--- src/design/cns_pkg.sv ---
// ----------------------------------------------------------------------------
// Cross neighbour sum: shared package
// Widths, limits, configuration register codes and the structs that pass
// between the top level, the stencil stage and the result buffer.
// ----------------------------------------------------------------------------
package cns_pkg;

    // Default grid limits, handed to the top level as parameter defaults.
    localparam int CNS_MAX_COLS = 256;
    localparam int CNS_MAX_ROWS = 4096;

    // Field widths of the channels and of the configuration port.
    localparam int CNS_PIX_W      = 16;
    localparam int CNS_SUM_W      = 19;
    localparam int CNS_ROW_W      = 12;
    localparam int CNS_COL_W      = 8;
    localparam int CNS_CFG_W      = 13;
    localparam int CNS_COLS_REG_W = 9;
    localparam int CNS_IDX_W      = 1;

    // Register values after reset.
    localparam logic [CNS_CFG_W-1:0] CNS_ROWS_RESET = 13'd3;
    localparam logic [CNS_CFG_W-1:0] CNS_COLS_RESET = 13'd4;

    // Configuration register indexes.
    typedef enum logic [CNS_IDX_W-1:0] {
        CNS_REG_GRID_ROWS = 1'b0,
        CNS_REG_GRID_COLS = 1'b1
    } t_cfg_reg;

    // One-hot codes of the results that one sample can cause, in output order.
    localparam logic [2:0] CNS_RES_UP   = 3'b001;  // position one row up
    localparam logic [2:0] CNS_RES_LEFT = 3'b010;  // last row, one column left
    localparam logic [2:0] CNS_RES_FIN  = 3'b100;  // final grid position

    // A sample with its position and the edge flags the stencil needs.
    typedef struct packed {
        logic [CNS_PIX_W-1:0] pixel;
        logic [CNS_ROW_W-1:0] row;
        logic [CNS_ROW_W-1:0] row_up;
        logic [CNS_COL_W-1:0] col;
        logic [CNS_COL_W-1:0] col_left;
        logic                 has_up;
        logic                 has_up2;
        logic                 col_first;
        logic                 col_second;
        logic                 col_last;
        logic                 row_last;
    } t_item;

    // One result as it leaves the block.
    typedef struct packed {
        logic signed [CNS_SUM_W-1:0] neighbour_sum;
        logic [CNS_ROW_W-1:0]        out_row;
        logic [CNS_COL_W-1:0]        out_col;
        logic                        last_of_run;
        logic                        frame_end;
    } t_result;

    // Last valid index of a dimension after clamping to 2..maxv.
    function automatic int unsigned cns_last_idx(input logic [CNS_CFG_W-1:0] v,
                                                 input int unsigned maxv);
        int unsigned x;
        x = v;
        if (x < 2) begin
            return 1;
        end
        if (x > maxv) begin
            return maxv - 1;
        end
        return x - 1;
    endfunction

    // Sign extension of a sample to the width of a sum.
    function automatic logic [CNS_SUM_W-1:0] cns_sext(input logic [CNS_PIX_W-1:0] v);
        return {{(CNS_SUM_W-CNS_PIX_W){v[CNS_PIX_W-1]}}, v};
    endfunction

endpackage

--- src/design/cns_sum_if.sv ---
// ----------------------------------------------------------------------------
// Cross neighbour sum: result channel
// Valid/ready channel that carries one stencil sum and its position.
// ----------------------------------------------------------------------------
interface cns_sum_if
    import cns_pkg::*;
();
    logic                        valid;
    logic                        ready;
    logic signed [CNS_SUM_W-1:0] neighbour_sum;
    logic [CNS_ROW_W-1:0]        out_row;
    logic [CNS_COL_W-1:0]        out_col;
    logic                        last_of_run;
    logic                        frame_end;

    modport source (output valid, output neighbour_sum, output out_row, output out_col,
                    output last_of_run, output frame_end, input ready);
    modport sink   (input valid, input neighbour_sum, input out_row, input out_col,
                    input last_of_run, input frame_end, output ready);
endinterface

--- src/design/cns_out_buf.sv ---
// ----------------------------------------------------------------------------
// Cross neighbour sum: result buffer
// Two-entry buffer in front of the result channel. Its space flag comes from
// a register, so the result channel's ready never reaches the sample side.
// ----------------------------------------------------------------------------
module cns_out_buf
    import cns_pkg::*;
(
    input  logic      i_clk,
    input  logic      i_rst_n,
    input  logic      i_push,
    input  t_result   i_result,
    output logic      o_can_load,
    cns_sum_if.source o_sum
);

    t_result    r_buf [2];
    logic       r_wr;
    logic       r_rd;
    logic [1:0] r_cnt;
    logic [1:0] n_cnt;
    logic       pop;

    assign pop        = o_sum.valid && o_sum.ready;
    assign o_can_load = (r_cnt != 2'd2);

    // Fill level.
    always_comb begin
        case ({i_push, pop})
            2'b10:   n_cnt = r_cnt + 2'd1;
            2'b01:   n_cnt = r_cnt - 2'd1;
            default: n_cnt = r_cnt;
        endcase
    end

    // Pointers and level.
    always_ff @(posedge i_clk) begin
        if (!i_rst_n) begin
            r_wr  <= 1'b0;
            r_rd  <= 1'b0;
            r_cnt <= '0;
        end else begin
            if (i_push) begin
                r_wr <= ~r_wr;
            end
            if (pop) begin
                r_rd <= ~r_rd;
            end
            r_cnt <= n_cnt;
        end
    end

    // Entries.
    always_ff @(posedge i_clk) begin
        if (i_push) begin
            r_buf[r_wr] <= i_result;
        end
    end

    // Channel drive.
    assign o_sum.valid         = (r_cnt != 2'd0);
    assign o_sum.neighbour_sum = r_buf[r_rd].neighbour_sum;
    assign o_sum.out_row       = r_buf[r_rd].out_row;
    assign o_sum.out_col       = r_buf[r_rd].out_col;
    assign o_sum.last_of_run   = r_buf[r_rd].last_of_run;
    assign o_sum.frame_end     = r_buf[r_rd].frame_end;

endmodule
--- src/flat_wrapper.sv ---
// flat-port wrapper written by rule: the top's interface ports become plain ports
module cns_out_buf_flat import cns_pkg::*;
  (i_clk, i_rst_n, i_push, i_result, o_can_load, o_sum_valid, o_sum_neighbour_sum, o_sum_out_row, o_sum_out_col, o_sum_last_of_run, o_sum_frame_end, o_sum_ready);
  cns_sum_if o_sum_i ();
  input  logic i_clk;
  input  logic i_rst_n;
  input  logic i_push;
  input  t_result i_result;
  output logic o_can_load;
  output wire logic [$bits(o_sum_i.valid)-1:0] o_sum_valid;
  output wire logic [$bits(o_sum_i.neighbour_sum)-1:0] o_sum_neighbour_sum;
  output wire logic [$bits(o_sum_i.out_row)-1:0] o_sum_out_row;
  output wire logic [$bits(o_sum_i.out_col)-1:0] o_sum_out_col;
  output wire logic [$bits(o_sum_i.last_of_run)-1:0] o_sum_last_of_run;
  output wire logic [$bits(o_sum_i.frame_end)-1:0] o_sum_frame_end;
  input wire logic [$bits(o_sum_i.ready)-1:0] o_sum_ready;
  assign o_sum_valid = o_sum_i.valid;
  assign o_sum_neighbour_sum = o_sum_i.neighbour_sum;
  assign o_sum_out_row = o_sum_i.out_row;
  assign o_sum_out_col = o_sum_i.out_col;
  assign o_sum_last_of_run = o_sum_i.last_of_run;
  assign o_sum_frame_end = o_sum_i.frame_end;
  assign o_sum_i.ready = o_sum_ready;
  cns_out_buf u_core (.i_clk(i_clk), .i_rst_n(i_rst_n), .i_push(i_push), .i_result(i_result), .o_can_load(o_can_load), .o_sum(o_sum_i));
endmodule
--- config.mk ---
export PLATFORM = sky130hd
export DESIGN_NAME = cns_out_buf_flat
export DESIGN_NICKNAME = d
export VERILOG_FILES = /design/src/design/cns_pkg.sv /design/src/design/cns_sum_if.sv /design/src/design/cns_out_buf.sv /design/src/flat_wrapper.sv
export SDC_FILE = /design/constraint.sdc
export NUM_CORES = 1
export LEC_CHECK = 0
export BUFFER_PORTS_ARGS = -buffer_cell sky130_fd_sc_hd__buf_2
export CORE_MARGIN = 2
export CORE_UTILIZATION = 44
export CTS_CLUSTER_DIAMETER = 100
export DETAILED_ROUTE_END_ITERATION = 10
export HOLD_SLACK_MARGIN = 0.05
export PLACE_DENSITY_LB_ADDON = 0.1
export RECOVER_POWER = 100
export SETUP_SLACK_MARGIN = 0.1
export SLEW_MARGIN = 20
export SYNTH_ARGS = -nofsm -noshare
export SYNTH_HDL_FRONTEND = slang
export SYNTH_SLANG_ARGS = --single-unit
--- constraint.sdc ---
create_clock -name i_clk -period 7.7 [get_ports i_clk]
set_clock_uncertainty 0.15 [all_clocks]
set_input_delay 0.77 -clock i_clk [delete_from_list [all_inputs] [get_ports i_clk]]
set_output_delay 0.77 -clock i_clk [all_outputs]
set_load 0.01 [all_outputs]
### After elaboration in Yosys (flattened, before gate mapping)

Memories as Yosys holds them, arrays and structs flattened. A register that Yosys moved wholly into a read port is not among the register bits.
Index checks and enable logic that the tools add are counted.

* register bits: 4
* memory bits (writable): 82
* input bits: 45
* logic and storage cells: 19
* memories kept: 1

* $add $sub $neg: 2
* equal/unequal tests: 3
* multiplexer cells: 5
* bitwise gates (word level): 2
* reductions and logical operators: 3

Memory list
* u_core.r_buf: words 2, bits a word 41, rd ports 1, clocked after Yosys merged registers in 1, write ports 1, RTL line cns_out_buf.sv:17 `t_result r_buf [2];`

Operator list (count)
* 1-bit 2-to-1 mux: 4
* 2-bit case mux with 2 select lines: 1
* 2-bit nonzero test: 2
* 2-bit by 1-bit adder with 2-bit output, second input constant: 1
* 2-bit by 1-bit == test with 1-bit output, second input constant: 1
* 2-bit == test, second input constant: 1
* 2-bit inequality test, second input constant: 1
* 1-bit inverter: 2
* 2-bit by 1-bit subtractor with 2-bit output, second input constant: 1
* 1-bit logical AND: 1

### Depth between registers and ports, before layout

Gate-level depths: netlist (run 1).

* word-level depth: 4
* gate-level depth with buffers: 5

### Worst setup path before layout (run 1)

Ideal clock, no wire load.

* path type: input -> register
* from: in i_push
* to: mem u_core.r_buf[0][0] (netlist name) (enable)
* arrival: 2.582 ns
* path slack: 4.527 ns
* cell stages on the path: 2
* path through: inv_1 > nor2_1

* cells in the longest elaborated chain, start to end: 2

Ends and longest elaborated chain
* from (decl): RTL line flat_wrapper.sv:7 `input logic i_push;`
* 1-bit 2-to-1 mux: RTL line cns_out_buf.sv:55 `if (i_push) begin`
* 1-bit 2-to-1 mux (not written as such): RTL line cns_out_buf.sv:56 `r_buf[r_wr] <= i_result;`
* to (decl): RTL line cns_out_buf.sv:17

No other way between the ends.

### Worst setup path in the final report (run 1)

* from: in i_push
* to: mem u_core.r_buf[0][16] (netlist name) (enable)

The elaborated chain is that of the path after synthesis.

==> results of run 1 <==
[tightest hold or removal path, stage by stage, from the launching register on]
cell and delay (ns):
dfxtp_1 0.34, o21ai_0 0.08, a21boi_0 0.08
[power breakdown]
part	switching, mW	internal (mW)	total [mW]
combinational	0.0923	0.0929	0.185
clock	0.146	0.179	0.324
sequential	0.0429	0.552	0.595
[stage by stage]
| stage | cell area (µm²) | cells | worst slack, ns | power (mW) |
|---|---|---|---|---|
| 3_5_place_dp | 3722 | 330 | 5.171 | 0.8092 |
| 4_1_cts | 3924 | 345 | 4.781 | 1.131 |
| 2_1_floorplan | 3173 | 151 | 4.527 | 0.7217 |
| 5_1_grt | 3836 | 345 | 3.863 | 1.157 |
| 6_report | 3836 | 345 | 4.163 | 1.104 |
| 3_3_place_gp | 3722 | 330 | 5.175 | 0.8062 |
[cell usage in the layout (no fill, tap or decap), drive strengths merged, types with 2 or more instances in the layout]
| cell | count |
|---|---|
| and2 | 2 |
| bufinv | 2 |
| dfxtp | 5 |
| nor2b | 3 |
| clkinv | 3 |
| clkbuf | 70 |
| o21a | 2 |
| edfxtp | 82 |
| buf | 28 |
| mux2 | 41 |
| xnor2 | 3 |
[how the worst min path moves through the flow]
| stage | depth (start not counted) | slack (ns) | end |
|---|---|---|---|
| 2_1_floorplan | 2 | 0.33 | u_core.r_cnt[1] |
| 6_report | 2 | 0.40 | u_core.r_cnt[1] |
| 5_1_grt | 1 | 0.43 | u_core.r_buf[1][15] |
| 4_1_cts | 2 | 0.39 | u_core.r_cnt[1] |
| 3_5_place_dp | 2 | 0.38 | u_core.r_cnt[1] |
| 3_3_place_gp | 2 | 0.35 | u_core.r_cnt[1] |
[area by class of cell]
class | count | area (µm²) | share of cell area
Timing Repair Buffer | 88 | 365.4 | 0.09524
Inverter | 1 | 3.754 | 0.0009785
Multi-Input combinational cell | 58 | 583.1 | 0.1520
Clock inverter | 5 | 73.82 | 0.01924
Sequential cell | 87 | 2562 | 0.6680
Tap cell | 96 | 120.1 | 0.03131
Clock buffer | 10 | 127.6 | 0.03327
[flip-flops by register name (all words and copies together) (netlist names), named ones only]
register      cells
u_core.r_wr       1
u_core.r_cnt      2
u_core.r_buf     82
u_core.r_rd       1
[per-layer routing]
metal	vias to the layer above	track usage
met5	-	0
met4	0	0.05785
met3	8	0.05910
met2	52	0.2185
met1	800	0.1549
li1	769	-
[cells by family (layout without fill, tap and decap cells)]
kind of cell             count (synthesis)  count (layout)  share of synthesized area
flip-flops                              87              87                     0.8076
AND/OR/NAND/NOR                          9               9                    0.01696
adder cells (fa/ha/maj)                  1               1                   0.003943
AO/OA/AOI/OAI                            4               4                   0.009070
multiplexers                            41              41                     0.1455
XOR/XNOR                                 3               3                   0.008282
buffers and inverters                    6             104                   0.008673
==> flow_summary.ini, run 1 <==
[critical_path]
cp_common_cell = clkbuf_1
path_max_fanout = 22
reg2reg_from = u_core.r_wr
start_kind = input pin
max_stage_delay_ns = 1.33
crit_family = simple AND/OR/NAND/NOR gates
r2r_end = u_core.r_buf[0][16]
crit_buf_inv = 3
cp-endpoint = u_core.r_buf[0][16]
required_ns = 7.51
cp_cell_sequence = clkbuf_1 -> inv_1 -> nor2_1 -> clkbuf_1
critPathSlowestCell = nor2_1
path_class = input pin to flip-flop
cp-end-kind = flip-flop
startpoint = i_push
reg2reg_depth = 2
rrSetupSlack_ns = 4.47
critPathArrivalTime_ns = 3.34
crit_cells = 4

[layout]
fillers = 587
utilization = 0.5585
final_nets = 291
syn_to_final_growth_pct = 20.90
drive_gt1_frac = 0.1687
antenna_cells = 0

[clocking]
cts_sinks = 87
clkTransAtPathRegs_ns = 0.07
clockBufferDepth = 2
postCtsHoldBufs = 0
cts_resized = 0
clk-insertion-delay-late_ns = 0.34
root_buffer = clkbuf_8
cts_setup_buffers = 0
h-tree-depth = 3
cts_tree = done
cts_buffers = 9

[synthesis]
ys_ff_latch = 87
syn_inst = 151
syn-num-nets = 197
async_reset_ff_frac = 0
synthMostInstantiatedCell = edfxtp_1
synth_top_area_frac = 0.7760
ys_seq_area_frac = 0.8076
synth_edf_count = 82
yosysUniqueCellTypes = 18
synth_area_leaders = edfxtp_1, mux2_1, dfxtp_1
synth_top_flop_cell = edfxtp_1
ys_warn_count = 0
netlist_area_mm2 = 0.003173
synth_top_area_cell = edfxtp_1
syn_area_per_cell_um2 = 21.01
synth.top_cells.by_count = edfxtp_1, mux2_1, dfxtp_1

[global_route]
grt_start_max_net_pins = 42
grt.total_usage = 0.1342
grt_pass1_wl_um = 7458
grt_pass1_vias = 1591
overflow = 0
antenna_found_initial = 0

[floorplanning]
die-height_um = 88.92
initial_core_util = 0.4619
rows = 30
fp.dieW_um = 88.92
core_mm2 = 0.006869
die-area_mm2 = 0.007907
ios = 88

[place]
dp_hpwl_um = 3249
place.port_buffers = 87
place_congestion = 0.6771

[timing]
fin_crit_sh = 0.4594
worst_pin_slew_ns = 2.794
rsz0062_at_grt = no
hold_violations = 0
fin_crit_ns = 3.537
fmax_mhz = 282.7
setup_violations = 0
finalSetupTns_ns = 0
slew_headroom = -0.8639
final_max_slew_viol_count = 106
hold-worst-slack_ns = 0.3958

[worst_hold_path]
hp-class = flip-flop to flip-flop
worstHoldStart = u_core.r_cnt[1]

[drt]
route.vias.total = 1629
drtIter0Drc = 57
drt-total-wl_um = 5144
route.met3.wl_um = 363
drc_errors = 0
drtAntennaViolNets = 0
firstDrtPassIters = 4
vias_per_cell = 4.722
wl_met2_um = 2578
wl_per_cell_um = 14.91
drt-met1-wl_um = 2125
top_layer = met4

[outcome]
violations = capacitance limit, slew limit
status = complete, but fails checks

[pwr]
leakage_nw = 1.302
p_per_area_mw_per_mm2 = 287.9
peakVddDrop_mv = 0.1396

[job]
maxCapViolations = 3
No activity file was read; power rests on OpenSTA's default activity.
==> run 2, diff against run 1 <==
==> constraint.sdc (replaced) <==
create_clock -name i_clk -period 3.71 [get_ports i_clk]
set_clock_uncertainty 0.15 [all_clocks]
set_input_delay 0.371 -clock i_clk [delete_from_list [all_inputs] [get_ports i_clk]]
set_output_delay 0.371 -clock i_clk [all_outputs]
set_load 0.01 [all_outputs]
==> run 2 against run 1 <==
The run still ends with capacitance limit, slew limit left. Clock power is 110% higher. Non-clock buffer count is 8 higher. Worst setup slack worse by 2.9 ns. Sequential cell count stayed put. Global-route usage is 0.25 points higher. Critical path depth is 2 lower. First-iteration DRC count is 21% lower. Critical endpoint is now o_sum_neighbour_sum[13]. Largest cell class unchanged.
==> flow_summary.ini, run 2 (synthesis gave the netlist of run 1 again) <==
[critical_path]
cp-end-kind = output pin
start_kind = flip-flop
required_ns = 3.19
path_max_fanout = 41
critPathArrivalTime_ns = 1.92
path_class = flip-flop to output pin

[outcome]
status = complete, but fails checks
violations = capacitance limit, slew limit

[floorplanning]
rows = 30
initial_core_util = 0.4619
ios = 88
die-area_mm2 = 0.007907
fp.dieW_um = 88.92
die-height_um = 88.92
core_mm2 = 0.006869

[timing]
slew_headroom = -0.2776
worst_pin_slew_ns = 1.916
fmax_mhz = 409.8
finalSetupTns_ns = 0
fin_crit_ns = 2.440
final_max_slew_viol_count = 42
fin_crit_sh = 0.6577
setup_violations = 0
hold_violations = 0
rsz0062_at_grt = no

[layout]
final_area_mm2 = 0.003931
largest_reg_flops = 82
antenna_cells = 0
mostFrequentLayoutCell = edfxtp_1
syn_to_final_growth_pct = 23.90
fillers = 581
reg_top3 = u_core.r_buf (82), u_core.r_cnt (2)
top_register = u_core.r_buf
final_nets = 299
drive_gt1_frac = 0.1907
layout_common_cells = edfxtp_1, clkbuf_1, mux2_1, buf_2, clkbuf_8

[clocking]
clockBufferDepth = 2
cts_tree = done
clk-insertion-delay-late_ns = 0.33
clkTransAtPathRegs_ns = 0.08
cts_buffers = 9
postCtsHoldBufs = 7
cts_resized = 0
cts_setup_buffers = 0
root_buffer = clkbuf_8
cts_sinks = 87
h-tree-depth = 3

[place]
place.port_buffers = 87
place_congestion = 0.6925
dp_hpwl_um = 3185
dpl-instance-area_mm2 = 0.003722

[drt]
route.vias.total = 1648
drt-total-wl_um = 5257
drtAntennaViolNets = 0
drtIter0Drc = 45
wl_per_cell_um = 14.89
drc_errors = 0
vias_per_cell = 4.669
firstDrtPassIters = 4

[worst_hold_path]
hp-class = input pin to flip-flop

[pwr]
peakVddDrop_mv = 0.2948
fin_total_pwr_mw = 2.289
leakage_nw = 1.351
p_per_area_mw_per_mm2 = 582.2

[global_route]
grt_pass1_vias = 1580
grt_start_max_net_pins = 42
grt.total_usage = 0.1367
grt_pass1_wl_um = 7638
antenna_found_initial = 0
overflow = 0

[job]
maxCapViolations = 1
[run 2: power breakdown]
part / leakage (nW) / internal, mW / total [mW] / switching (mW)
Combinational: 0.436 / 0.195 / 0.386 / 0.191
Clock: 0.104 / 0.371 / 0.667 / 0.296
Sequential: 0.811 / 1.15 / 1.23 / 0.0896
Total: 1.35 / 1.71 / 2.29 / 0.577
[run 2: metrics by stage]
step           hold WS [ns]  setup WS [ns]  cells    util
5_1_grt             0.05242          1.038    353  0.5723
2_1_floorplan        0.3199         0.9357    151       -
6_report            0.06818          1.270    353  0.5723
3_5_place_dp         0.3710          1.583    330  0.5419
3_3_place_gp         0.3640          1.573    330  0.5419
4_1_cts             0.05001          1.195    352  0.5814
[run 2: layout make-up]
class	instances	area (µm²)	area share
sequential	87	2564	0.6521
multi-input combinational	58	590.6	0.1502
timing repair buffer	96	451.7	0.1149
clock buffer	10	127.6	0.03246
tap	96	120.1	0.03055
clock inverter	5	73.82	0.01878
inverter	1	3.754	0.0009548
[run 2: worst paths after layout]
check                   from                       to  slack, ns  cells after the start
min              i_result[2]       u_core.r_buf[0][2]       0.07                      1
max reg2reg      u_core.r_wr      u_core.r_buf[1][23]       1.29                      1
min reg2reg  u_core.r_cnt[1]          u_core.r_cnt[1]       0.39                      2
max                flip-flop  o_sum_neighbour_sum[13]       1.27                      2
[run 2: worst max-delay path, stage by stage (launching register included)]
cell      delay [ns]
dfxtp_2         1.01
mux2_1          0.42
clkbuf_1        0.14
[run 2: per-layer routing]
layer,GRT usage,share of wire,vias to the layer above
li1,-,-,786
met1,0.1626,0.43,807
met2,0.2273,0.51,48
met3,0.03878,0.047,7
met4,0.07025,0.015,0
met5,0,0,-
==> run 3, diff against run 2 <==
--- a/config.mk
+++ b/config.mk
@@ -5,6 +5,7 @@
 export SDC_FILE = /design/constraint.sdc
 export NUM_CORES = 1
 export LEC_CHECK = 0
+export ABC_AREA = 1
 export BUFFER_PORTS_ARGS = -buffer_cell sky130_fd_sc_hd__buf_2
 export CORE_MARGIN = 2
 export CORE_UTILIZATION = 44
==> constraint.sdc (replaced) <==
create_clock -name i_clk -period 2.55 [get_ports i_clk]
set_clock_uncertainty 0.15 [all_clocks]
set_input_delay 0.255 -clock i_clk [delete_from_list [all_inputs] [get_ports i_clk]]
set_output_delay 0.255 -clock i_clk [all_outputs]
set_load 0.01 [all_outputs]
==> run 3 against run 2 <==
The flow now finishes without violations. Critical path depth up 1. Via count up 10%. Critical endpoint is now o_sum_neighbour_sum[8]. Die area up 6.8%. Combinational power up 11%.
==> flow_summary.ini, run 3 <==
[layout]
multiInputGateArea_um2 = 589.3
fillers = 655
final_nets = 351
top_register = u_core.r_buf
utilization = 0.5697
syn_to_final_growth_pct = 27.45
reg_top3 = u_core.r_buf (82), u_core.r_cnt (2)
register_area_mm2 = 0.002562
largest_reg_flops = 82
drive_gt1_frac = 0.2751
mostFrequentLayoutCell = edfxtp_1
antenna_cells = 0
layout_common_cells = edfxtp_1, buf_2, dlygate4sd3_1, mux2_1, clkbuf_1

[place]
dp_slack_ns = 0.9256
place_congestion = 0.6452
place.port_buffers = 87

[pwr]
leakage_nw = 1.628
p_per_area_mw_per_mm2 = 665.5
peakVddDrop_mv = 0.3966

[critical_path]
critPathSlowestCell = clkbuf_2
cp-end-kind = output pin
start_kind = flip-flop
max_stage_delay_ns = 0.45
cp_cell_sequence = clkbuf_2 -> mux2_1 -> buf_2
critPathArrivalTime_ns = 1.66
path_max_fanout = 18
path_class = flip-flop to output pin
required_ns = 2.14

[timing]
worst_pin_slew_ns = 0.8923
worst_slack_ns = 0.4895
fin_crit_ns = 2.061
rsz0062_at_grt = no
finalSetupTns_ns = 0
fmax_mhz = 485.3
slew_headroom = 0.4051
fin_crit_sh = 0.8080
final_max_slew_viol_count = 0
setup_violations = 0
hold_violations = 0

[clocking]
cts_resized = 0
cts_sinks = 87
clk-insertion-delay-late_ns = 0.34
root_buffer = clkbuf_8
clkTransAtPathRegs_ns = 0.08
cts_buffers = 9
cts_tree = done
clockBufferDepth = 2
h-tree-depth = 3

[drt]
drtAntennaViolNets = 0
drtIter0Drc = 53
firstDrtPassIters = 5
wl_per_cell_um = 13.89
vias_per_cell = 4.431
route.vias.total = 1821
drc_errors = 0
drt-total-wl_um = 5708

[job]
maxCapViolations = 0

[synthesis]
synth_top_area_frac = 0.7241
yosysUniqueCellTypes = 15
synth_top_flop_cell = edfxtp_1
synth_edf_count = 82
synth.top_cells.by_count = edfxtp_1, mux2_4, nor2_1
synthMostInstantiatedCell = edfxtp_1
syn-num-nets = 210
synth_top_area_cell = edfxtp_1
syn_area_per_cell_um2 = 20.74
async_reset_ff_frac = 0
ys_ff_latch = 87
netlist_area_mm2 = 0.003401
synth_area_leaders = edfxtp_1, mux2_4, dfxtp_1
ys_warn_count = 0
syn_inst = 164
ys_seq_area_frac = 0.7535

[outcome]
status = complete, no violations

[floorplanning]
rows = 32
initial_core_util = 0.4470
ios = 88
fp.dieW_um = 91.92
core_mm2 = 0.007607
die-area_mm2 = 0.008448
die-height_um = 91.92

[global_route]
overflow = 0
grt_pass1_wl_um = 8894
grt_start_max_net_pins = 27
antenna_found_initial = 0
grt.total_usage = 0.1421
grt_pass1_vias = 1845

[worst_hold_path]
hp-class = input pin to flip-flop
run 3: path summary, 6_finish.rpt:
check	from	depth (start not counted)	to	slack (ns)
max	flip-flop	3	o_sum_neighbour_sum[8]	0.49
max reg2reg	u_core.r_wr	3	u_core.r_buf[1][12]	0.72
min	o_sum_ready	4	u_core.r_rd	0.09
min reg2reg	u_core.r_rd	2	u_core.r_rd	0.34
run 3: layout make-up:
| class | instances | share of cell area |
|---|---|---|
| Clock buffer | 10 | 0.02945 |
| Clock inverter | 5 | 0.006062 |
| Inverter | 6 | 0.005196 |
| Multi-Input combinational cell | 66 | 0.1360 |
| Sequential cell | 87 | 0.5912 |
| Tap cell | 102 | 0.02945 |
| Timing Repair Buffer | 135 | 0.2027 |
run 3: cells by family (layout without fill, tap and decap cells):
group,after synthesis,after routing,share of synthesized area
adder cells (fa/ha/maj),1,1,0.003679
AND/OR/NAND/NOR,21,21,0.02428
AO/OA/AOI/OAI,3,3,0.005149
flip-flops,87,87,0.7535
buffers and inverters,11,156,0.03348
multiplexers,41,41,0.1799
run 3: what timing repair did:
item                      CTS  global route
setup buffers               0             0
hold buffers               43             0
hold endpoints to repair   87             0
run 3: critical path: cells and delay by family, from the launching register on:
kind / cells / cell delay, ns
flops: 1 / 0.33
mux: 1 / 0.39
buf+inv: 2 / 0.59
run 3: report_power, final:
group	total (mW)	internal (mW)	switching, mW	leakage, nW
Sequential	1.67	1.65	0.0220	0.811
Clock	0.783	0.340	0.442	0.0793
Combinational	0.429	0.206	0.222	0.737
run 3: routing by layer:
metal	track usage	share of wire	vias up
li1	-	-	899
met1	0.1694	0.43	861
met2	0.2365	0.50	55
met3	0.05259	0.060	6
met4	0.05224	0.012	0
met5	0	0	-
run 3: per-stage QoR:
stage	instance area [µm²]	power [mW]	instances	hold slack (ns)
floorplan	3403	2.044	164	0.2039
global route	4334	3.024	411	0.1407
CTS	4516	3.012	411	0.08699
global placement	3931	2.177	353	0.2918
detailed placement	3931	2.182	353	0.2964
finish	4334	2.884	411	0.09417
