[config.mk]
export PLATFORM = sky130hd
export DESIGN_NAME = cns_stencil
export DESIGN_NICKNAME = d
export VERILOG_FILES = /design/src/design/cns_pkg.sv /design/src/design/cns_stencil.sv
export SDC_FILE = /design/constraint.sdc
export NUM_CORES = 1
export LEC_CHECK = 0
export ABC_AREA = 1
export ABC_CLOCK_PERIOD_IN_PS = 4700
export BUFFER_PORTS_ARGS = -buffer_cell sky130_fd_sc_hd__buf_2
export CORE_AREA = 4 4 250 154
export DETAILED_ROUTE_END_ITERATION = 10
export DIE_AREA = 0 0 254 158
export GPL_TIMING_DRIVEN = 0
export PLACE_DENSITY_LB_ADDON = 0.2
export REMOVE_ABC_BUFFERS = 1
export SLEW_MARGIN = 15
export SYNTH_ARGS = -nofsm -noshare
export SYNTH_HDL_FRONTEND = slang
export SYNTH_SLANG_ARGS = --single-unit
[constraint.sdc]
create_clock -name i_clk -period 4.7 [get_ports i_clk]
set_input_delay 0.705 -clock i_clk [delete_from_list [all_inputs] [get_ports i_clk]]
set_output_delay 0.705 -clock i_clk [all_outputs]
set_load 0.1 [all_outputs]
[src/design/cns_pkg.sv]
// ----------------------------------------------------------------------------
// Cross neighbour sum: shared package
// Widths, limits, configuration register codes and the structs that pass
// between the top level, the stencil stage and the result buffer.
// ----------------------------------------------------------------------------
package cns_pkg;

    // Default grid limits, handed to the top level as parameter defaults.
    localparam int CNS_MAX_COLS = 256;
    localparam int CNS_MAX_ROWS = 4096;

    // Field widths of the channels and of the configuration port.
    localparam int CNS_PIX_W      = 16;
    localparam int CNS_SUM_W      = 19;
    localparam int CNS_ROW_W      = 12;
    localparam int CNS_COL_W      = 8;
    localparam int CNS_CFG_W      = 13;
    localparam int CNS_COLS_REG_W = 9;
    localparam int CNS_IDX_W      = 1;

    // Register values after reset.
    localparam logic [CNS_CFG_W-1:0] CNS_ROWS_RESET = 13'd3;
    localparam logic [CNS_CFG_W-1:0] CNS_COLS_RESET = 13'd4;

    // Configuration register indexes.
    typedef enum logic [CNS_IDX_W-1:0] {
        CNS_REG_GRID_ROWS = 1'b0,
        CNS_REG_GRID_COLS = 1'b1
    } t_cfg_reg;

    // One-hot codes of the results that one sample can cause, in output order.
    localparam logic [2:0] CNS_RES_UP   = 3'b001;  // position one row up
    localparam logic [2:0] CNS_RES_LEFT = 3'b010;  // last row, one column left
    localparam logic [2:0] CNS_RES_FIN  = 3'b100;  // final grid position

    // A sample with its position and the edge flags the stencil needs.
    typedef struct packed {
        logic [CNS_PIX_W-1:0] pixel;
        logic [CNS_ROW_W-1:0] row;
        logic [CNS_ROW_W-1:0] row_up;
        logic [CNS_COL_W-1:0] col;
        logic [CNS_COL_W-1:0] col_left;
        logic                 has_up;
        logic                 has_up2;
        logic                 col_first;
        logic                 col_second;
        logic                 col_last;
        logic                 row_last;
    } t_item;

    // One result as it leaves the block.
    typedef struct packed {
        logic signed [CNS_SUM_W-1:0] neighbour_sum;
        logic [CNS_ROW_W-1:0]        out_row;
        logic [CNS_COL_W-1:0]        out_col;
        logic                        last_of_run;
        logic                        frame_end;
    } t_result;

    // Last valid index of a dimension after clamping to 2..maxv.
    function automatic int unsigned cns_last_idx(input logic [CNS_CFG_W-1:0] v,
                                                 input int unsigned maxv);
        int unsigned x;
        x = v;
        if (x < 2) begin
            return 1;
        end
        if (x > maxv) begin
            return maxv - 1;
        end
        return x - 1;
    endfunction

    // Sign extension of a sample to the width of a sum.
    function automatic logic [CNS_SUM_W-1:0] cns_sext(input logic [CNS_PIX_W-1:0] v);
        return {{(CNS_SUM_W-CNS_PIX_W){v[CNS_PIX_W-1]}}, v};
    endfunction

endpackage

[src/design/cns_stencil.sv]
// ----------------------------------------------------------------------------
// Cross neighbour sum: stencil stage
// Holds one sample with the line store data read for it, keeps sliding
// windows over the current row and the row above, and hands out the up to
// three results the sample causes, one per cycle while the result buffer has space.
// ----------------------------------------------------------------------------
module cns_stencil
    import cns_pkg::*;
(
    input  logic                 i_clk,
    input  logic                 i_rst_n,
    input  logic                 i_load,
    input  t_item                i_item,
    input  logic [CNS_PIX_W-1:0] i_rd_a,
    input  logic [CNS_PIX_W-1:0] i_rd_b,
    input  logic                 i_can_load,
    output logic                 o_ready,
    output logic                 o_push,
    output t_result              o_result
);

    logic                 r_vld;
    t_item                r_item;
    logic [2:0]           r_done;
    logic [CNS_PIX_W-1:0] r_a_left;
    logic [CNS_PIX_W-1:0] r_a_mid;
    logic [CNS_PIX_W-1:0] r_c1;
    logic [CNS_PIX_W-1:0] r_c2;

    logic [2:0]           present;
    logic [2:0]           pending;
    logic [2:0]           sel;
    logic                 single;
    logic                 retire;
    logic [CNS_SUM_W-1:0] sum_up;
    logic [CNS_SUM_W-1:0] sum_left;
    logic [CNS_SUM_W-1:0] sum_fin;

    // Which results this sample causes and which are still to go.
    always_comb begin
        present = '0;
        present[0] = r_item.has_up;
        present[1] = r_item.row_last & ~r_item.col_first;
        present[2] = r_item.row_last & r_item.col_last;
        pending = present & ~r_done;
        sel     = pending & (~pending + 3'd1);
        single  = (pending != 3'd0) && (pending == sel);
    end

    // Sums of the three candidate positions; out-of-grid neighbours add zero.
    // The read port A data is the sample up and right, port B two rows up.
    always_comb begin
        sum_up = cns_sext(r_a_mid) + cns_sext(r_item.pixel)
               + (r_item.has_up2   ? cns_sext(i_rd_b)   : '0)
               + (r_item.col_first ? '0 : cns_sext(r_a_left))
               + (r_item.col_last  ? '0 : cns_sext(i_rd_a));
        sum_left = cns_sext(r_c1) + cns_sext(r_a_left) + cns_sext(r_item.pixel)
                 + ((r_item.col_first || r_item.col_second) ? '0 : cns_sext(r_c2));
        sum_fin = cns_sext(r_item.pixel) + cns_sext(r_a_mid) + cns_sext(r_c1);
    end

    // Result for the first pending position.
    always_comb begin
        o_result.last_of_run = single;
        o_result.frame_end   = 1'b0;
        case (sel)
            CNS_RES_LEFT: begin
                o_result.neighbour_sum = sum_left;
                o_result.out_row       = r_item.row;
                o_result.out_col       = r_item.col_left;
            end
            CNS_RES_FIN: begin
                o_result.neighbour_sum = sum_fin;
                o_result.out_row       = r_item.row;
                o_result.out_col       = r_item.col;
                o_result.frame_end     = 1'b1;
            end
            default: begin
                o_result.neighbour_sum = sum_up;
                o_result.out_row       = r_item.row_up;
                o_result.out_col       = r_item.col;
            end
        endcase
    end

    // The sample leaves once its last result has been handed over, or at once if it causes none.
    assign o_push  = r_vld && (pending != 3'd0) && i_can_load;
    assign retire  = r_vld && ((pending == 3'd0) || (i_can_load && single));
    assign o_ready = !r_vld || retire;

    // Control state.
    always_ff @(posedge i_clk) begin
        if (!i_rst_n) begin
            r_vld  <= 1'b0;
            r_done <= '0;
        end else begin
            if (i_load) begin
                r_vld <= 1'b1;
            end else if (retire) begin
                r_vld <= 1'b0;
            end
            if (retire) begin
                r_done <= '0;
            end else if (o_push) begin
                r_done <= r_done | sel;
            end
        end
    end

    // Sample register and windows. At the end of a row, port A returned the
    // first sample of this row, which becomes the upper centre of the next.
    always_ff @(posedge i_clk) begin
        if (i_load) begin
            r_item <= i_item;
        end
        if (retire) begin
            r_a_left <= r_a_mid;
            r_a_mid  <= i_rd_a;
            r_c2     <= r_c1;
            r_c1     <= r_item.pixel;
        end
    end

endmodule

Word level (Yosys, flattened, before mapping)
Cells that the tools add are included.
{ "totals": {"ff_bits": 130, "inputBits": 98, "output_inout_bits": 43} }
{ "classes": {"n_addsub": 9, "eq_ne": 3, "muxes": 8, "bitwise": 9, "n_reduce_logical": 13} }
{ "op_table": {"columns": ["op", "n"], "rows": [
  ["one-hot mux 39 bit (2 select lines)", 1],
  ["adder 19 bit", 4],
  ["2-to-1 mux 19 bit", 4],
  ["adder 17 x 16 -> 18 bit", 2],
  ["adder 16 x 16 -> 17 bit", 2],
  ["bitwise AND 3 bit", 2],
  ["inverter 3 bit", 2],
  ["logical AND 1 bit", 5],
  ["adder 3 x 1 -> 3 bit, second input constant", 1],
  ["equality test 3 x 2 -> 1 bit, second input constant", 1],
  ["equality test 3 bit", 1],
  ["equality test 3 bit, second input constant", 1],
  ["zero test 3 bit", 1],
  ["logical OR 1 bit", 3],
  ["2-to-1 mux 1 bit", 3],
  ["bitwise OR 3 bit", 1],
  ["nonzero test 3 bit", 1],
  ["bitwise AND 1 bit", 2],
  ["inverter 1 bit", 2],
  ["nonzero test 2 bit", 1],
  ["OR reduction 2 bit", 1],
  ["zero test 1 bit", 1]
]} }

Depth between registers and ports, before layout
Gate-level depths: netlist (run 1).
{ "depth": {"word_depth": 13, "mapped_depth": 26, "ltp_nobuf": 26} }

Worst setup path after synthesis (run 1)
Ideal clock, no wire load.
{ "synth_timing": {"path_kind": "reg-to-output", "startpoint": "reg r_item[46] in the netlist's numbering", "endpoint": "out o_result[27] in the netlist's numbering", "t_arrival_ns": 4.784, "required_ns": 3.995, "setup_slack_ns": -0.789, "stages_incl_launch_ff": 13, "path_buffers": 0, "path_cell_list": "edfxtp_1 -> ha_1 -> inv_1 -> fa_1 -> fa_1 -> inv_1 -> fa_1 -> ha_1 -> inv_1 -> fa_1 -> o21ai_0 -> xnor2_1 -> o211ai_1"} }
{ "synth_rtl": {"columns": ["element", "line", "rtl"], "rows": [
  ["start, declared", "cns_stencil.sv:23", "t_item r_item;"],
  ["start signal, assigned", "cns_stencil.sv:114", "r_item <= i_item;"],
  ["end, declared", "cns_stencil.sv:19", "output t_result o_result"]
]} }

==> flow_summary_export.csv, run 1 <==
group,metric,value,unit
yosys,syn_area_per_cell,8.05,um^2
clock_network,htreeDepth,4,
pwr,p_leak,6.82,nW
global_routing,grt_max_degree,48,
placed_design,place.gp.congestion,0.898,
critical_path,cp-start-kind,"flop",
timing,setup_ws,-0.685,ns
pwr,fin_total_pwr,0.00895,W
min_path,min_from,"i_item[48]",
floorplan,core_area,36100,um^2
clock_network,clkLatencyLatePin,0.45,ns
route,vias,9605,
pwr,internal_power,0.00431,W
pwr,sw_frac_of_total,0.519,
critical_path,cp_max_fo,4,
critical_path,startpoint,"r_item[46]$_DFFE_PP_",
pwr,vdd_ir_drop_max,0.338,mV
floorplan,io_pins,141,
timing,finalCritPeriodShare,1.15,
route,wl_per_cell,17.4,um
yosys,synth_edf_count,126,
critical_path,critPathRequiredTime,3.99,ns
placed_design,port-buffer-count,140,
timing,slew_headroom,0.355,
timing,worst_pin_slew,0.965,ns
timing,fmax,0.186,GHz
timing,finalSetupViolCount,17,
placed_design,dp_hpwl,27900,um
min_path,hold_class,"input pin to flop",
route,drt_iter0_drc,737,
pwr,power.density,616,nW/um^2
floorplan,die_area,40100,um^2
yosys,synth_seq_cells,130,
yosys,synth_top_area_cell,"edfxtp_1",
layout,fin_cells,2032,
layout,area.growth.synth_to_final,34.5,%
yosys,synth_async_sr_flop_share,0,
flow_run,maxCapViolations,0,
layout,drive_gt1_frac,0.283,
global_routing,grt-ovfl-total,0,
clock_network,clkSinkCount,130,
yosys,synth_warnings,0,
floorplan,die_w,254,um
global_routing,grt_pass1_wl,52900,um
global_routing,track_usage,0.175,
yosys,synth-main-ff-cell,"edfxtp_1",
critical_path,worstPathArrival,4.68,ns
global_routing,grt_pass1_vias,9302,
layout,antennaDiodeCount,0,
pwr,combPwrFrac,0.694,
critical_path,r2r_start,"r_item[1]$_DFFE_PP_",
outcome,violations,"negative setup slack",
floorplan,rows,54,
critical_path,critPathKind,"flop to primary output",
layout,layout.nets,1782,
route,vias_per_cell,4.73,
route,drc_errors,0,
yosys,synth_cell_types,39,
yosys,ys_seq_area_frac,0.358,
timing,hold_violations,0,
clock_network,cts_hold_buf,0,
yosys,synth_top_area_frac,0.351,
floorplan,chipHeight,158,um
route,drtAntennaViolNets,0,
clock_network,cts.reportedPaths.clkPinSlew,0.07,ns
pwr,p_clk_frac,0.147,
outcome,status,"finished with violations",
timing,rsz0062_at_grt,"yes",
yosys,synth_most_common_cell,"nand2_1",
floorplan,initial_utilization,0.299,
pwr,p_sw,0.00464,W
clock_network,cts_buffers,17,
critical_path,end_kind,"primary output",
route,routed_wirelength,35300,um
route,dr.pass1.iters,5,
placed_design,dp.cells,1944,
yosys,synth.area.top_cells,"edfxtp_1 35%, nand2_1 13%, fa_1 10%",
clock_network,clock_path_buffers,2,
yosys,syn_area,10800,um^2
clock_network,cts_tree,"built",
global_routing,antenna_found_initial,0,
timing,maxSlewViolCount,0,
clock_network,root_buffer,"clkbuf_16",
timing,period_minus_slack,5.38,ns
timing,finClkSkew,0.0218,ns
pwr,seq_power_share,0.159,
yosys,netlist_instances,1340,
yosys,synth_commonest_cells,"384 x nand2_1, 219 x inv_1, 126 x edfxtp_1",
==> final cells by class <==
class / count / area (um^2)
fill: 3620 / 21600
multi-input combinational: 973 / 7200
sequential: 130 / 3860
timing repair buffer: 199 / 1450
inverter: 223 / 842
tap: 476 / 596
clock buffer: 18 / 429
clock inverter: 13 / 138
==> power by group through the flow <==
stage | logic [W] | clock network [W] | registers [W]
floorplan | 0.00349 | 0 | 0.00142
global placement | 0.00455 | 0 | 0.00145
detailed placement | 0.00458 | 0 | 0.00145
CTS | 0.00569 | 0.00135 | 0.00142
global route | 0.00665 | 0.00140 | 0.00143
finish | 0.00621 | 0.00132 | 0.00142
==> repair_timing <==
item,4_1_cts,5_1_grt
endpoints found under the setup margin,17,17
gates resized for setup,222,100
pin swaps,78,58
setup buffers,37,21
==> state kept, by name, indices dropped and copies added, names as in the netlist <==
signal and cells:
present 1, r_a_left 16, r_a_mid 16, r_c1 16, r_c2 16, r_done 3, r_item 61, r_vld 1
==> logic make-up after synthesis <==
logic type | count (synthesis) | synth area share
compound gates | 150 | 0.0755
xor+xnor | 31 | 0.0252
fa+ha+maj | 140 | 0.201
buf+inv | 237 | 0.0852
flops | 130 | 0.358
simple gates | 652 | 0.255
==> worst max-delay path, stage by stage (launching register included) <==
cell and delay (ns):
edfxtp_1 0.44, ha_4 0.20, inv_2 0.06, fa_2 0.27, o21ai_4 0.08, a21oi_4 0.23
inv_1 0.07, nand4_1 0.12, nand2_1 0.09, nand2_2 0.09, nand2_4 0.07, fa_1 0.54
inv_1 0.06, fa_1 0.55, inv_2 0.05, ha_4 0.29, nand2_2 0.06, inv_2 0.08
nand3_2 0.10, nor3_2 0.18, nand2_1 0.12, nand3b_1 0.10, nand3_1 0.08, nand3_2 0.13
buf_12 0.18
==> per-stage QoR <==
step | setup slack [ns] | hold slack (ns) | util | instance area [um^2] | TNS [ns]
floorplan | -0.789 | 0.431 | - | 10700 | -7.35
global placement | -1.31 | 0.435 | 0.333 | 12000 | -15.83
detailed placement | -1.28 | 0.444 | 0.334 | 12100 | -15.83
CTS | -0.706 | 0.404 | 0.386 | 13900 | -9.73
global route | -0.930 | 0.406 | 0.402 | 14500 | -12.54
finish | -0.685 | 0.428 | 0.402 | 14500 | -8.77
==> placed cells by master, fill, tap and decap left out, types with 6 or more instances in the layout <==
cell type,netlist,layout
nand2_1,384,344
inv_1,219,198
edfxtp_1,126,126
buf_2,3,122
nor2_1,115,101
nand3_1,95,64
a21oi_1,80,57
ha_1,85,53
fa_1,55,52
buf_4,3,51
o21ai_0,42,31
nand2_2,0,29
ha_4,0,28
nand3_2,0,26
inv_2,4,23
clkbuf_16,0,17
a21oi_2,0,16
nand3b_1,15,15
buf_12,0,14
nand2_4,1,12
nor2_2,0,9
buf_6,2,9
nor3_1,13,8
nand4_1,8,8
xnor2_1,14,8
xor2_1,17,7
a21oi_4,0,7
nor2_4,2,7
xor2_2,0,7
or2_2,9,7
a21o_1,6,6
o21ai_1,2,6
==> metal layers <==
metal  share of wire  GRT usage  vias up
met3           0.060     0.0351       25
li1                -          -     4758
met1            0.52      0.277     4552
met5               0          0        -
met4           0.010     0.0324        0
met2            0.41      0.247      270
==> final timing paths <==
check / to / slack (ns) / depth (start not counted)
max: o_result[39] / -0.68 / 24
min reg2reg: r_a_left[12]$_DFFE_PP_ / 0.46 / 0
max reg2reg: r_a_left[9]$_DFFE_PP_ / 2.15 / 9
min: r_item[48]$_DFFE_PP_ / 0.43 / 1
Power figures use the tool's default switching activity.
==> run 2: changes to the inputs <==
CORE_AREA = 4 4 205 127   (was 4 4 250 154)
DIE_AREA = 0 0 209 131   (was 0 0 254 158)
==> run 2 against run 1 <==
Compared with the run above:
- the flow still finishes with violations (negative setup slack)
- wire length is 5.6% lower
- cell count decreased by 7.5%
- clock skew decreased by 0.0095 ns
- sequential power hardly changed
- critical path depth decreased by 1
- count of clock-buffer cells in the layout shrank 1
- design area fell by 2.1%
- critical path type unchanged
- largest power group unchanged
- highest routed layer unchanged
==> flow_summary_export.csv, run 2 (synthesized netlist as in run 1, its figures left out) <==
group,metric,value,unit
layout,layout.nets,1783,
floorplan,rows,44,
clock_network,cts_tree,"built",
floorplan,die_w,209,um
timing,worst_pin_slew,1.00,ns
layout,regMostFlops,"r_item",
placed_design,place.gp.congestion,0.918,
timing,finalCritPeriodShare,1.17,
route,drtAntennaViolNets,0,
timing,setup_ws,-0.812,ns
global_routing,antenna_found_initial,0,
clock_network,cts_buffers,17,
clock_network,clkSinkCount,130,
critical_path,end_kind,"primary output",
layout,area.growth.synth_to_final,31.8,%
timing,slew_headroom,0.330,
layout,final_cell_mix,"346 x nand2_1, 197 x inv_1, 126 x edfxtp_1",
route,drt_iter0_drc,768,
route,wl_per_cell,17.8,um
global_routing,grt_pass1_wl,49900,um
pwr,vdd_ir_drop_max,0.430,mV
global_routing,track_usage,0.237,
floorplan,initial_utilization,0.450,
timing,setup_tns,-10.08,ns
timing,fmax,0.181,GHz
route,vias_per_cell,5.24,
clock_network,clock_path_buffers,2,
timing,maxSlewViolCount,0,
global_routing,grt-ovfl-total,0,
outcome,violations,"negative setup slack",
critical_path,cp_max_fo,4,
route,vias,9845,
pwr,power.density,617,nW/um^2
timing,finClkSkew,0.0123,ns
timing,hold_violations,0,
layout,antennaDiodeCount,0,
min_path,hold_class,"input pin to flop",
route,drc_errors,0,
clock_network,htreeDepth,4,
layout,drive_gt1_frac,0.275,
pwr,fin_total_pwr,0.00877,W
floorplan,core_area,24000,um^2
clock_network,root_buffer,"clkbuf_16",
critical_path,cp-start-kind,"flop",
timing,rsz0062_at_grt,"yes",
clock_network,clkLatencyLatePin,0.43,ns
global_routing,grt_pass1_vias,9159,
layout,final_common_cell,"nand2_1",
floorplan,die_area,27400,um^2
outcome,status,"finished with violations",
flow_run,maxCapViolations,0,
layout,largest_reg_flops,61,
timing,period_minus_slack,5.51,ns
layout,fillers,2078,
clock_network,cts.reportedPaths.clkPinSlew,0.06,ns
critical_path,critPathKind,"flop to primary output",
route,dr.pass1.iters,5,
route,routed_wirelength,33400,um
critical_path,critPathRequiredTime,3.99,ns
floorplan,io_pins,141,
global_routing,grt_max_degree,46,
timing,finalSetupViolCount,17,
pwr,p_leak,6.79,nW
floorplan,chipHeight,131,um
placed_design,dp_hpwl,25400,um
clock_network,cts_hold_buf,0,
placed_design,port-buffer-count,140,
critical_path,worstPathArrival,4.81,ns
run 2: cell types whose count changed in the layout (fill, tap and decap cells not counted), moves of 3 or more:
| cell | previous run | this run |
|---|---|---|
| a21oi_2 | 16 | 13 |
| nand3_4 | 5 | 10 |
| a21oi_1 | 57 | 60 |
| xor2_1 | 7 | 11 |
| nand3_2 | 26 | 19 |
| ha_1 | 53 | 56 |
| xor2_2 | 7 | 2 |
run 2: critical path, cell delays in order (launching register included):
cell	delay (ns)
edfxtp_1	0.52
inv_2	0.07
fa_2	0.45
o21ai_4	0.20
a21oi_4	0.10
o21ai_4	0.21
buf_6	0.15
xor2_4	0.06
fa_1	0.55
inv_2	0.04
fa_1	0.54
inv_2	0.05
ha_4	0.27
nand2_4	0.09
inv_2	0.04
a21oi_2	0.15
nand3_2	0.15
buf_6	0.16
nand2_4	0.05
nand2_2	0.05
nand2_2	0.06
nand3_2	0.07
nand3_2	0.15
buf_12	0.18
run 2: final timing paths:
check	end	slack (ns)	startpoint	cells after the start
setup / recovery	o_result[40]	-0.81	r_item[47]$_DFFE_PP_	23
hold / removal	r_item[46]$_DFFE_PP_	0.45	i_item[46]	1
setup reg to reg	r_a_mid[2]$_DFFE_PP_	1.89	r_item[3]$_DFFE_PP_	8
hold reg to reg	r_a_left[12]$_DFFE_PP_	0.47	r_a_mid[12]$_DFFE_PP_	0
run 2: routing by layer:
layer,part of all wire,track usage,routed length (um),vias to the layer above
met2,0.41,0.339,13600,351
met3,0.095,0.0542,3160,41
met4,0.016,0.0460,527,0
met1,0.48,0.370,16100,4690
met5,0,0,0,-
li1,-,-,-,4763
run 2: repair_timing:
item                                    in CTS  in global routing
pin swaps                                   72                 84
endpoints found under the setup margin      17                 17
resized for setup                          208                 99
setup buffers                               29                 30
run 2: final cells by class:
| type | count | area [um^2] | area share |
|---|---|---|---|
| clock buffer | 17 | 425 | 0.0299 |
| clock inverter | 15 | 134 | 0.00942 |
| inverter | 223 | 840 | 0.0591 |
| multi-input combinational | 973 | 7130 | 0.502 |
| sequential | 130 | 3860 | 0.272 |
| tap | 322 | 403 | 0.0283 |
| timing repair buffer | 200 | 1420 | 0.0999 |
run 2: where the power goes:
group	internal, W	total [W]	leakage [nW]	switching [W]
clock network	0.000731	0.00128	0.269	0.000544
registers	0.00136	0.00143	1.23	0.0000637
logic	0.00213	0.00607	5.29	0.00394
total	0.00422	0.00877	6.79	0.00455
run 2: through the flow:
stage	std cells	util	setup WS, ns	area, um^2	hold WS, ns
finish	1880	0.592	-0.812	14200	0.449
global route	1880	0.592	-0.976	14200	0.426
CTS	1851	0.567	-0.718	13600	0.427
detailed placement	1790	0.494	-1.30	11900	0.438
global placement	1788	0.492	-1.25	11800	0.438
floorplan	1326	-	-0.789	10700	0.431
==> run 3: changes to the inputs <==
BUFFER_PORTS_ARGS = -buffer_cell sky130_fd_sc_hd__buf_4   (was -buffer_cell sky130_fd_sc_hd__buf_2)
CORE_AREA = 4 4 191 119   (was 4 4 205 127)
DIE_AREA = 0 0 195 123   (was 0 0 209 131)
==> run 3 against run 2 <==
Compared with the run above:
- the run still ends with negative setup slack left
- clock skew increased by 0.0013 ns
- first-iteration DRC count increased by 19%
- register-to-register slack got worse by 0.06 ns
- non-clock buffer count increased by 1
- core utilization increased by 11 points
- critical path depth decreased by 3
- setup slack got worse by 0.17 ns
- sequential share of layout area decreased by 0.67 points
- via count increased by 3.6%
- worst hold slack got worse by 0.013 ns
- critical endpoint is now o_result[37]
- largest cell class unchanged
==> flow_summary_export.csv, run 3 (synthesized netlist as in run 1, its figures left out) <==
group,metric,value,unit
critical_path,cp-start-kind,"flop",
route,vias,10200,
timing,finClkSkew,0.0137,ns
floorplan,die_area,24000,um^2
clock_network,htreeDepth,4,
global_routing,antenna_found_initial,0,
layout,antennaDiodeCount,0,
min_path,hold_class,"input pin to flop",
flow_run,maxCapViolations,0,
placed_design,place.gp.congestion,0.955,
pwr,vdd_ir_drop_max,0.730,mV
clock_network,root_buffer,"clkbuf_16",
layout,fin_cells,1838,
floorplan,io_pins,141,
pwr,p_leak,6.95,nW
floorplan,chipHeight,123,um
layout,layout.nets,1784,
critical_path,max_stage_delay,0.57,ns
route,drc_errors,0,
global_routing,grt_max_degree,64,
min_path,min_from,"i_item[1]",
critical_path,r2r_start,"r_item[3]$_DFFE_PP_",
timing,maxSlewViolCount,0,
timing,finalCritPeriodShare,1.21,
route,drt_iter0_drc,912,
route,vias_per_cell,5.55,
timing,slew_headroom,0.301,
critical_path,r2r-end,"r_a_left[8]$_DFFE_PP_",
layout,regMostFlops,"r_item",
route,routed_wirelength,36000,um
timing,fmax,0.176,GHz
layout,fillers,1574,
clock_network,cts_tree,"built",
layout,largest_reg_flops,61,
critical_path,rrSetupSlack,1.83,ns
clock_network,clkLatencyLatePin,0.44,ns
floorplan,initial_utilization,0.518,
clock_network,cts.reportedPaths.clkPinSlew,0.07,ns
timing,hold_violations,0,
layout,final_common_cell,"nand2_1",
timing,period_minus_slack,5.68,ns
timing,worst_pin_slew,1.05,ns
timing,rsz0062_at_grt,"yes",
timing,setup_tns,-12.86,ns
global_routing,grt_pass1_wl,51000,um
layout,area.growth.synth_to_final,35.1,%
outcome,status,"finished with violations",
critical_path,cp_cell_sequence,"ha_1 -> a21oi_1 -> o21ai_0 -> a31oi_1 -> nand2_1 -> nand2_1 -> nand2_2 -> fa_1 -> inv_1 -> fa_1 -> inv_1 -> ha_4 -> a21oi_1 -> o21ai_0 -> nor2_1 -> nand2_1 -> nand2_2 -> nand3_4 -> nand3_4 -> buf_12",
floorplan,die_w,195,um
critical_path,cpMaxStageDelayCell,"fa_1",
critical_path,worstPathArrival,4.98,ns
placed_design,port-buffer-count,140,
route,dr.pass1.iters,5,
floorplan,rows,41,
critical_path,crit_top_cell,"nand2_1",
timing,setup_ws,-0.981,ns
critical_path,critPathKind,"flop to primary output",
layout,final_cell_mix,"346 x nand2_1, 196 x inv_1, 171 x buf_4",
timing,finalSetupViolCount,17,
critical_path,end_kind,"primary output",
placed_design,dp_hpwl,24900,um
route,drtAntennaViolNets,0,
global_routing,grt-ovfl-total,0,
placed_design,dp.cells,1746,
outcome,violations,"negative setup slack",
layout,drive_gt1_frac,0.280,
critical_path,ff2ff_path_depth,8,
clock_network,clock_path_buffers,2,
global_routing,track_usage,0.278,
critical_path,critPathRequiredTime,3.99,ns
pwr,power.density,630,nW/um^2
floorplan,core_area,20800,um^2
min_path,hold_path_depth,1,
critical_path,startpoint,"r_item[57]$_DFFE_PP_",
clock_network,cts_buffers,17,
route,wl_per_cell,19.6,um
global_routing,grt_pass1_vias,9418,
critical_path,endpoint,"o_result[37]",
clock_network,clkSinkCount,130,
critical_path,cp_max_fo,5,
-- run 3: cell count changes in the layout (fill, tap and decap cells not counted), sizes merged --
cell,change
clkinv,-3
inv,-1
bufinv,+3
clkinvlp,+1
buf,+1
-- run 3: cell type report --
cell class	instances	area, um^2	share of cell area
tap	279	349	0.0239
clock inverter	15	205	0.0141
inverter	223	845	0.0579
clock buffer	17	425	0.0292
timing repair buffer	201	1750	0.120
sequential	130	3860	0.265
multi-input combinational	973	7140	0.490
-- run 3: worst max-delay path: cells and delay by family, from the launching register on --
kind                     cells  cell delay (ns)
AND/OR/NAND/NOR              8             0.91
flip-flops                   1             0.53
buffers and inverters        3             0.31
adder cells (fa/ha/maj)      4             1.78
AO/OA/AOI/OAI                5             1.00
-- run 3: where the power goes --
group / switching (W) / internal [W]
Combinational: 0.00409 / 0.00224
Sequential: 0.0000684 / 0.00136
Clock: 0.000546 / 0.000892
-- run 3: timing repair --
item,4_1_cts,5_1_grt
pin swaps,77,76
endpoints found under the setup margin,17,17
hold buffers,0,0
resized for setup,201,97
setup buffers,47,14
-- run 3: how the worst min path moves through the flow --
stage	endpoint	slack, ns
after floorplan	r_a_left[0]$_DFFE_PP_	0.43
after global placement	r_a_left[5]$_DFFE_PP_	0.43
after detailed placement	r_a_left[8]$_DFFE_PP_	0.44
after CTS	r_item[1]$_DFFE_PP_	0.43
after global routing	r_item[1]$_DFFE_PP_	0.42
final	r_item[1]$_DFFE_PP_	0.44
-- run 3: per-layer routing --
layer	vias up	part of all wire	track usage
met5	-	0	0
met2	523	0.42	0.401
met1	4827	0.44	0.424
met4	0	0.023	0.0549
li1	4767	-	-
met3	79	0.11	0.0757
-- run 3: per-stage QoR --
step	cell area, um^2	util	setup WS [ns]	total power (W)	hold slack (ns)
2_1_floorplan	10700	-	-0.789	0.00491	0.431
3_3_place_gp	12100	0.581	-1.14	0.00596	0.435
3_5_place_dp	12100	0.582	-1.18	0.00601	0.443
4_1_cts	14100	0.675	-0.723	0.00850	0.429
5_1_grt	14600	0.700	-1.14	0.00962	0.419
6_report	14600	0.700	-0.981	0.00919	0.436
